--- src/hw/rtl/stpf_pkg.sv ---
package stpf_pkg;

    // Field widths fixed by the interface.
    localparam int MAG_W      = 24;
    localparam int SLOPE_W    = 25;
    localparam int BASE_W     = 10;
    localparam int BIN_OUT_W  = 11;
    localparam int COUNT_W    = 10;
    localparam int SLOT_W     = 2;
    localparam int CFG_IDX_W  = 2;
    localparam int CFG_DATA_W = 25;

    // Widest peak position over the supported frame lengths (up to 4096 bins).
    localparam int POS_MAX_W  = 12;

    // Signed width that holds a doubled derivative and the drop between two of them.
    localparam int DIFF_W     = 27;

    // The peak counter saturates here.
    localparam logic [COUNT_W-1:0] COUNT_MAX = 10'd1023;

    // Configuration register map.
    typedef enum logic [CFG_IDX_W-1:0] {
        CFG_AMP_THRESHOLD   = 2'd0,
        CFG_SLOPE_THRESHOLD = 2'd1,
        CFG_BASE_BIN        = 2'd2
    } t_cfg_reg;

    // Peak candidate handed from the crossing detector to the ranking logic.
    typedef struct packed {
        logic                 found;
        logic [POS_MAX_W-1:0] pos;
        logic [MAG_W-1:0]     mag;
    } t_peak_cand;

endpackage

--- src/hw/rtl/stpf_detect.sv ---
module stpf_detect #(
    parameter int MAX_BINS = 1024
) (
    input  logic [stpf_pkg::MAG_W-1:0]       i_mag,
    input  logic [stpf_pkg::MAG_W-1:0]       i_prev0,
    input  logic [stpf_pkg::MAG_W-1:0]       i_prev1,
    input  logic [stpf_pkg::MAG_W-1:0]       i_prev2,
    input  logic [$clog2(MAX_BINS+1)-1:0]    i_bin_pos,
    input  logic [stpf_pkg::SLOPE_W-1:0]     i_slope_threshold,
    input  logic [stpf_pkg::MAG_W-1:0]       i_amp_threshold,
    output stpf_pkg::t_peak_cand             o_cand
);
    import stpf_pkg::*;

    localparam int CNT_W = $clog2(MAX_BINS + 1);

    logic signed [DIFF_W-1:0] w_m0;
    logic signed [DIFF_W-1:0] w_m1;
    logic signed [DIFF_W-1:0] w_m2;
    logic signed [DIFF_W-1:0] w_m3;
    logic signed [DIFF_W-1:0] w_dj;
    logic signed [DIFF_W-1:0] w_dn;
    logic signed [DIFF_W-1:0] w_drop;
    logic signed [DIFF_W-1:0] w_slope;
    logic                     w_first;
    logic                     w_in_range;
    logic                     w_cross;
    logic                     w_upper;
    logic [POS_MAX_W-1:0]     w_pos_j;

    // Zero-extend the magnitudes so that differences cannot wrap.
    assign w_m0    = $signed({{(DIFF_W - MAG_W){1'b0}}, i_mag});
    assign w_m1    = $signed({{(DIFF_W - MAG_W){1'b0}}, i_prev0});
    assign w_m2    = $signed({{(DIFF_W - MAG_W){1'b0}}, i_prev1});
    assign w_m3    = $signed({{(DIFF_W - MAG_W){1'b0}}, i_prev2});
    assign w_slope = $signed({{(DIFF_W - SLOPE_W){1'b0}}, i_slope_threshold});

    // Doubled derivative at the candidate bin and at the bin after it. The first bin
    // of a frame has no left neighbor and uses twice its forward difference.
    assign w_first = (i_bin_pos == CNT_W'(2));
    assign w_dj    = w_first ? ((w_m1 - w_m2) <<< 1) : (w_m1 - w_m3);
    assign w_dn    = w_m0 - w_m2;
    assign w_drop  = w_dj - w_dn;

    // A falling zero crossing steep enough to pass the slope threshold.
    assign w_in_range = (i_bin_pos >= CNT_W'(2)) && (i_bin_pos < CNT_W'(MAX_BINS));
    assign w_cross    = w_in_range && !w_dj[DIFF_W-1]
                      && (w_dn[DIFF_W-1] || (w_dn == '0))
                      && (w_dj != w_dn) && (w_drop > w_slope);

    // The larger of the two straddling bins is the peak; a tie takes the lower bin.
    assign w_pos_j = POS_MAX_W'(i_bin_pos - CNT_W'(2));
    assign w_upper = (i_prev0 > i_prev1);

    assign o_cand.pos   = w_upper ? (w_pos_j + POS_MAX_W'(1)) : w_pos_j;
    assign o_cand.mag   = w_upper ? i_prev0 : i_prev1;
    assign o_cand.found = w_cross && (o_cand.mag >= i_amp_threshold);

endmodule

--- src/hw/rtl/spectrum_top_peak_finder_core.sv ---
// Spectrum top-peak finder. One bin magnitude is taken per clock cycle; the bin flagged
// with frame_end closes the frame. Each bin is first captured in an input register and
// processed from it once taken; the slope-crossing test and the insertion into the
// ranked peak list finish in one pass. The closing bin copies the list into a report
// buffer, and the report goes out as PEAK_SLOTS transfers, largest peak first, starting
// the cycle after the closing bin is processed. Bins of the next frame keep flowing at one
// per cycle while the report drains; input stalls only when a second frame end arrives
// while the previous report still has transfers left, so a frame of at least PEAK_SLOTS
// bins never stalls on an unstalled output. Bins at position MAX_BINS or beyond are
// ignored except for their frame_end flag. Configuration writes are always ready and
// should be made while no frame is in progress.
module spectrum_top_peak_finder_core #(
    parameter int PEAK_SLOTS = 3,
    parameter int MAX_BINS   = 1024
) (
    input  logic                               i_clk,
    input  logic                               i_rst_n,

    input  logic                               i_in_valid,
    output logic                               o_in_stall,
    input  logic [stpf_pkg::MAG_W-1:0]         i_magnitude,
    input  logic                               i_frame_end,

    output logic                               o_out_valid,
    input  logic                               i_out_stall,
    output logic [stpf_pkg::SLOT_W-1:0]        o_slot,
    output logic [stpf_pkg::BIN_OUT_W-1:0]     o_peak_bin,
    output logic [stpf_pkg::MAG_W-1:0]         o_peak_magnitude,
    output logic                               o_slot_valid,
    output logic [stpf_pkg::COUNT_W-1:0]       o_peak_count,
    output logic                               o_run_end,

    input  logic                               i_cfg_valid,
    output logic                               o_cfg_ready,
    input  logic [stpf_pkg::CFG_IDX_W-1:0]     i_cfg_index,
    input  logic [stpf_pkg::CFG_DATA_W-1:0]    i_cfg_data
);
    import stpf_pkg::*;

    localparam int CNT_W = $clog2(MAX_BINS + 1);
    localparam int POS_W = $clog2(MAX_BINS);
    localparam int IDX_W = (PEAK_SLOTS > 1) ? $clog2(PEAK_SLOTS) : 1;
    localparam int SUM_W = ((POS_W > BASE_W) ? POS_W : BASE_W) + 1;
    localparam logic [IDX_W-1:0] LAST_IDX = IDX_W'(PEAK_SLOTS - 1);

    // Configuration registers.
    logic [MAG_W-1:0]   r_amp_threshold;
    logic [SLOPE_W-1:0] r_slope_threshold;
    logic [BASE_W-1:0]  r_base_bin;

    // Input register.
    logic               r_in_valid;
    logic [MAG_W-1:0]   r_in_mag;
    logic               r_in_last;

    // Frame state.
    logic [MAG_W-1:0]   r_recent [3];
    logic [CNT_W-1:0]   r_bin_pos;
    logic [COUNT_W-1:0] r_count;
    logic [POS_W-1:0]   r_top_bin [PEAK_SLOTS];
    logic [MAG_W-1:0]   r_top_mag [PEAK_SLOTS];

    // Report buffer.
    logic                  r_rep_busy;
    logic [IDX_W-1:0]      r_rep_idx;
    logic [BIN_OUT_W-1:0]  r_rep_bin   [PEAK_SLOTS];
    logic [MAG_W-1:0]      r_rep_mag   [PEAK_SLOTS];
    logic [PEAK_SLOTS-1:0] r_rep_valid;
    logic [COUNT_W-1:0]    r_rep_count;

    // Next values of the ranked list.
    logic [POS_W-1:0]   n_top_bin [PEAK_SLOTS];
    logic [MAG_W-1:0]   n_top_mag [PEAK_SLOTS];
    logic [COUNT_W-1:0] n_count;

    t_peak_cand            w_cand;
    logic [PEAK_SLOTS-1:0] w_hit;
    logic [PEAK_SLOTS-1:0] w_before;
    logic                  w_in_xfer;
    logic                  w_out_xfer;
    logic                  w_rep_free;
    logic                  w_take;
    logic                  w_in_range;

    // Handshake control.
    assign o_cfg_ready = 1'b1;
    assign w_out_xfer  = o_out_valid && !i_out_stall;
    assign w_rep_free  = !r_rep_busy || ((r_rep_idx == LAST_IDX) && w_out_xfer);
    assign w_take      = r_in_valid && (!r_in_last || w_rep_free);
    assign o_in_stall  = r_in_valid && !w_take;
    assign w_in_xfer   = i_in_valid && !o_in_stall;
    assign w_in_range  = (r_bin_pos < CNT_W'(MAX_BINS));

    // Configuration writes; unknown indexes are dropped.
    always_ff @(posedge i_clk) begin
        if (!i_rst_n) begin
            r_amp_threshold   <= '0;
            r_slope_threshold <= '0;
            r_base_bin        <= '0;
        end else if (i_cfg_valid && o_cfg_ready) begin
            unique case (t_cfg_reg'(i_cfg_index))
                CFG_AMP_THRESHOLD:   r_amp_threshold   <= i_cfg_data[MAG_W-1:0];
                CFG_SLOPE_THRESHOLD: r_slope_threshold <= i_cfg_data[SLOPE_W-1:0];
                CFG_BASE_BIN:        r_base_bin        <= i_cfg_data[BASE_W-1:0];
                default: begin
                end
            endcase
        end
    end

    // Input register.
    always_ff @(posedge i_clk) begin
        if (!i_rst_n) begin
            r_in_valid <= 1'b0;
        end else if (w_in_xfer) begin
            r_in_valid <= 1'b1;
        end else if (w_take) begin
            r_in_valid <= 1'b0;
        end
    end

    always_ff @(posedge i_clk) begin
        if (w_in_xfer) begin
            r_in_mag  <= i_magnitude;
            r_in_last <= i_frame_end;
        end
    end

    // Slope-crossing detection on the registered bin and the three before it.
    stpf_detect #(
        .MAX_BINS (MAX_BINS)
    ) u_detect (
        .i_mag             (r_in_mag),
        .i_prev0           (r_recent[0]),
        .i_prev1           (r_recent[1]),
        .i_prev2           (r_recent[2]),
        .i_bin_pos         (r_bin_pos),
        .i_slope_threshold (r_slope_threshold),
        .i_amp_threshold   (r_amp_threshold),
        .o_cand            (w_cand)
    );

    // A slot takes the new peak if it is empty or holds a smaller one.
    always_comb begin
        for (int i = 0; i < PEAK_SLOTS; i++) begin
            w_hit[i] = (COUNT_W'(i) >= r_count) || (w_cand.mag > r_top_mag[i]);
        end
    end

    always_comb begin
        w_before[0] = 1'b0;
        for (int i = 1; i < PEAK_SLOTS; i++) begin
            w_before[i] = w_before[i-1] || w_hit[i-1];
        end
    end

    // Ranked insertion: slots below the insertion point shift down by one.
    always_comb begin
        for (int a = 0; a < PEAK_SLOTS; a++) begin
            n_top_bin[a] = r_top_bin[a];
            n_top_mag[a] = r_top_mag[a];
            if (w_cand.found) begin
                if (w_before[a]) begin
                    n_top_bin[a] = r_top_bin[(a == 0) ? 0 : a - 1];
                    n_top_mag[a] = r_top_mag[(a == 0) ? 0 : a - 1];
                end else if (w_hit[a]) begin
                    n_top_bin[a] = POS_W'(w_cand.pos);
                    n_top_mag[a] = w_cand.mag;
                end
            end
        end
        n_count = r_count;
        if (w_cand.found && (r_count != COUNT_MAX)) begin
            n_count = r_count + COUNT_W'(1);
        end
    end

    // Frame control state; a closing bin restarts the frame.
    always_ff @(posedge i_clk) begin
        if (!i_rst_n) begin
            r_bin_pos <= '0;
            r_count   <= '0;
        end else if (w_take) begin
            if (r_in_last) begin
                r_bin_pos <= '0;
                r_count   <= '0;
            end else begin
                r_count <= n_count;
                if (w_in_range) begin
                    r_bin_pos <= r_bin_pos + CNT_W'(1);
                end
            end
        end
    end

    // Recent magnitudes and the ranked list; the count alone marks which slots hold data.
    always_ff @(posedge i_clk) begin
        if (w_take) begin
            if (w_in_range) begin
                r_recent[2] <= r_recent[1];
                r_recent[1] <= r_recent[0];
                r_recent[0] <= r_in_mag;
            end
            for (int a = 0; a < PEAK_SLOTS; a++) begin
                r_top_bin[a] <= n_top_bin[a];
                r_top_mag[a] <= n_top_mag[a];
            end
        end
    end

    // Report sequencing.
    always_ff @(posedge i_clk) begin
        if (!i_rst_n) begin
            r_rep_busy <= 1'b0;
            r_rep_idx  <= '0;
        end else if (w_take && r_in_last) begin
            r_rep_busy <= 1'b1;
            r_rep_idx  <= '0;
        end else if (w_out_xfer) begin
            if (r_rep_idx == LAST_IDX) begin
                r_rep_busy <= 1'b0;
                r_rep_idx  <= '0;
            end else begin
                r_rep_idx <= r_rep_idx + IDX_W'(1);
            end
        end
    end

    // Report buffer load with the list as it stands after the closing bin.
    always_ff @(posedge i_clk) begin
        if (w_take && r_in_last) begin
            r_rep_count <= n_count;
            for (int i = 0; i < PEAK_SLOTS; i++) begin
                r_rep_valid[i] <= (COUNT_W'(i) < n_count);
                if (COUNT_W'(i) < n_count) begin
                    r_rep_bin[i] <= BIN_OUT_W'(SUM_W'(r_base_bin) + SUM_W'(n_top_bin[i]));
                    r_rep_mag[i] <= n_top_mag[i];
                end else begin
                    r_rep_bin[i] <= BIN_OUT_W'(r_base_bin);
                    r_rep_mag[i] <= '0;
                end
            end
        end
    end

    // Result fields.
    assign o_out_valid      = r_rep_busy;
    assign o_slot           = SLOT_W'(r_rep_idx);
    assign o_peak_bin       = r_rep_bin[r_rep_idx];
    assign o_peak_magnitude = r_rep_mag[r_rep_idx];
    assign o_slot_valid     = r_rep_valid[r_rep_idx];
    assign o_peak_count     = r_rep_count;
    assign o_run_end        = (r_rep_idx == LAST_IDX);

    // A filled slot is always within the reported count.
    a_slot_within_count: assert property (@(posedge i_clk) disable iff (!i_rst_n)
        (o_out_valid && o_slot_valid) |-> (o_peak_count > COUNT_W'(r_rep_idx)))
        else $error("filled slot beyond peak count");

    // Once a report starts it continues until its last slot.
    a_report_continues: assert property (@(posedge i_clk) disable iff (!i_rst_n)
        (w_out_xfer && !o_run_end) |=> o_out_valid)
        else $error("report broke off before its last slot");

    // Slots within one report come out in non-increasing magnitude.
    a_report_sorted: assert property (@(posedge i_clk) disable iff (!i_rst_n)
        (w_out_xfer && !o_run_end) |=> (o_peak_magnitude <= $past(o_peak_magnitude)))
        else $error("report slots out of order");

    // Input only stalls on a frame end that waits for the report buffer.
    a_stall_cause: assert property (@(posedge i_clk) disable iff (!i_rst_n)
        o_in_stall |-> (r_in_last && r_rep_busy))
        else $error("input stalled without a pending report");

    // The bin position never runs past the frame limit.
    a_bin_pos_bound: assert property (@(posedge i_clk) disable iff (!i_rst_n)
        r_bin_pos <= CNT_W'(MAX_BINS))
        else $error("bin position beyond frame limit");

endmodule

--- config.mk ---
export PLATFORM = sky130hd
export DESIGN_NAME = spectrum_top_peak_finder_core
export DESIGN_NICKNAME = d
export VERILOG_FILES = /design/src/hw/rtl/stpf_pkg.sv /design/src/hw/rtl/stpf_detect.sv /design/src/hw/rtl/spectrum_top_peak_finder_core.sv
export SDC_FILE = /design/constraint.sdc
export NUM_CORES = 1
export LEC_CHECK = 0
export ABC_AREA = 1
export ABC_CLOCK_PERIOD_IN_PS = 13300
export BUFFER_PORTS_ARGS = -buffer_cell sky130_fd_sc_hd__clkbuf_2
export CORE_MARGIN = 5
export CORE_UTILIZATION = 51
export DETAILED_ROUTE_END_ITERATION = 6
export HOLD_SLACK_MARGIN = 0.1
export PLACE_DENSITY = 0.77
export SYNTH_ARGS = -nofsm -noshare
export SYNTH_HDL_FRONTEND = slang
export SYNTH_HIERARCHICAL = 1
export SYNTH_SLANG_ARGS = --single-unit
export TNS_END_PERCENT = 20
--- constraint.sdc ---
create_clock -name i_clk -period 13.3 [get_ports i_clk]
set_input_delay 1.33 -clock i_clk [delete_from_list [all_inputs] [get_ports i_clk]]
set_output_delay 1.33 -clock i_clk [all_outputs]
set_load 0.1 [all_outputs]
==> metrics.md <==
| Metric | Value |
|---|---|
| Status | complete, no violations |
| Root Driver | clkbuf_16 |
| Vias per Instance | between 5 and 6 |
| Bufs and invs on worst path | 8 |
| Cell internal pwr | 2.49 mW |
| Syn Nets | between 4,000 and 5,000 |
| Total gr overflow | 0 |
| Sequential share of power | 0.382 |
| TritonCTS Buffers | 46 |
| Min Tclk post-route | between 8000 and 9000 ps |
| Largest net degree at the start of global routing | between 70 and 80 |
| Worst VDD drop | 0.000105 V |
| First-pass GRT wire length | 135 mm |
| Die H | 247 µm |
| Switching share of power | 0.339 |
| Cell Area, Synth | approximately 0.029 mm² |
| DR iter-0 viols | about 2,500 |
| Worst Path Max Fanout | 26 |
| Startpoint types | flop |
| RSZ-0062 raised after global routing | no |
| Worst slew pin tran | between 1000 and 1500 ps |
| Maximum level of the CTS H-tree | 2 |
| Final setup fails | 0 |
| Clk buf depth | 3 |
| Crit Path Category | reg2reg |
| Max cap viols | 0 |
| RD Place Congestion | roughly 1 |
| CP arrival | just over 9000 ps |
| Clk pwr share | 0.351 |
| WP data required | around 14,000 ps |
| Vias in the first global route | 24,700 |
| Antenna violations before repair | 1 |
| Clk_lat worst skew | slightly above 600 ps |
| Remaining DRCs | 0 |
| Die area | just over 0.06 mm² |
| Cts repair resizes | 0 |
| Clk slew on worst S/H paths | approximately 60 ps |
| Relative slew slack | 0.223 |
| Sink Count | 403 |
| Fin. Hold Viols | 0 |
| Period utilization | 0.671 |
| Dpl hpwl | between 60 and 70 mm |
| Slowest-stage cell, CP | nor2_2 |
| Top cell by count, worst path | nand2_1 |
| Met2 usage | 0.454 |
| Routed Antenna Nets | 0 |
| Setup TNS | 0 ps |
| Highest Clock Rate | ~0.11 GHz |
| Sw power | approximately 1.3 mW |
| Power per Cell Area | about 120 mW/mm² |
| Fin area | between 0.03 and 0.04 mm² |
| Comb pwr share | 0.267 |
| Setup fix buffers added after clock tree synthesis | 0 |
| Worst Skew | between 30 and 40 ps |
| Post-Synthesis Cells | about 3,800 |
| I/O Buffers | between 100 and 150 |
| Die Width | around 250 µm |
| Total wire length | 86.7 mm |
| Crit path capture type | flop |
| Met1 usage | 0.374 |
| Critical path's top delay family | simple AND/OR/NAND/NOR gates |
| IO Count | ~110 |
| Overall routing resource usage | 0.276 |
| Placed cell area | about 0.030 mm² |
| Lkg Pwr | 14.8 nW |
| Wirelength per Cell | about 18 µm |
| Inserted Diodes | 0 |
| Layout cells sized above 1 | 0.0776 |
| Syn_area_per_cell | between 7 and 8 µm² |
| Core Rows | 87 |
| Pre-antenna DRT Iters | 6 |
| Core area | about 0.056 mm² |
| Post-CTS Hold Buffers | 0 |
| Area delta synth->final | 9.78% |
| Max Transition Viols Final | 0 |
| Initial Util | 0.513 |
| Met3 Use GR | 0.0475 |
| Synth warnings | 6 |
| Min-Delay Path Class | reg2reg |
| Max incr delay on CP | between 600 and 700 ps |
| Vias | approximately 26,000 |
| Grt peak-use layer | met2 |
| Final #Nets | 4,228 |
| CTS tree | done |
layout make-up:
class	count	area, µm²
clock inverters	26	295
well taps	756	946
fillers	5229	24500
clock buffers	59	1250
repair buffers	136	753
multi-input cells	2742	15100
inverters	578	2180
flip-flops and latches	403	11000
worst paths after layout:
check | from | end | slack, ps | cells past startpoint
max | r_recent[0][0]$_DFFE_PP_ | r_rep_bin[1][10]$_SDFFCE_PP0P_ | 4380 | 48
min | r_recent[0][34]$_DFFE_PP_ | r_recent[0][58]$_DFFE_PP_ | 440 | 0
max reg2reg | r_recent[0][0]$_DFFE_PP_ | r_rep_bin[1][10]$_SDFFCE_PP0P_ | 4380 | 48
min reg2reg | r_recent[0][34]$_DFFE_PP_ | r_recent[0][58]$_DFFE_PP_ | 440 | 0
routing by layer:
metal / up-vias / share of wire
li1: 12800 / -
met3: 197 / 0.089
met1: 12200 / 0.42
met5: - / 0.00015
met2: 1159 / 0.45
met4: 2 / 0.035
registers in the layout (all words and copies together), names as in the netlist, named ones only:
name,flops
o_slot,2
r_slope_threshold,25
r_amp_threshold,24
r_rep_valid,3
r_bin_pos,11
r_base_bin,10
o_peak_count,10
r_count,10
r_in_mag,24
r_in_valid,1
r_top_mag,72
r_rep_mag,72
o_out_valid,1
r_in_last,1
r_rep_bin,33
r_top_bin,30
r_recent,72
per-stage QoR:
stage	util	cells	power [mW]	setup slack [ps]	hold WS (ps)
floorplan	-	3825	2.18	4600	426
global placement	0.535	4615	2.43	4790	430
detailed placement	0.535	4615	2.45	4540	434
CTS	0.563	4700	3.76	4540	443
global route	0.563	4700	3.95	3520	455
finish	0.563	4700	3.76	4380	441
power by group through the flow:
stage	clock (mW)	sequential (mW)	combinational (mW)
final	1.32	1.44	1.01
after floorplan	0	1.46	0.718
after global routing	1.39	1.44	1.12
after global placement	0	1.46	0.971
after CTS	1.34	1.43	0.992
after detailed placement	0	1.46	0.985
worst register-to-register path, delay by kind of cell (launching register included):
kind	cells	cell delay, ps
AOI/OAI and AO/OA	13	2130
xor gates and xnor gates	1	100
adders and majority gates	5	1480
buffers and inverters	8	1250
DFF	1	420
and+or+nand+nor	21	3290
placed cells by master, fill, tap and decap left out, types with 27 or more instances in the layout:
cell type and n:
a21oi_1 281, buf_4 29, clkbuf_16 48, clkbuf_2 108, dfxtp_1 110, edfxtp_1 292
ha_1 257, inv_1 567, nand2_1 1003, nand3_1 189, nand4_1 27, nor2_1 335
nor3_1 39, o211ai_1 27, o21ai_0 223, o21ai_1 27, o22ai_1 43, xnor2_1 29
xor2_1 53
No activity file was read; power rests on OpenSTA's default activity.
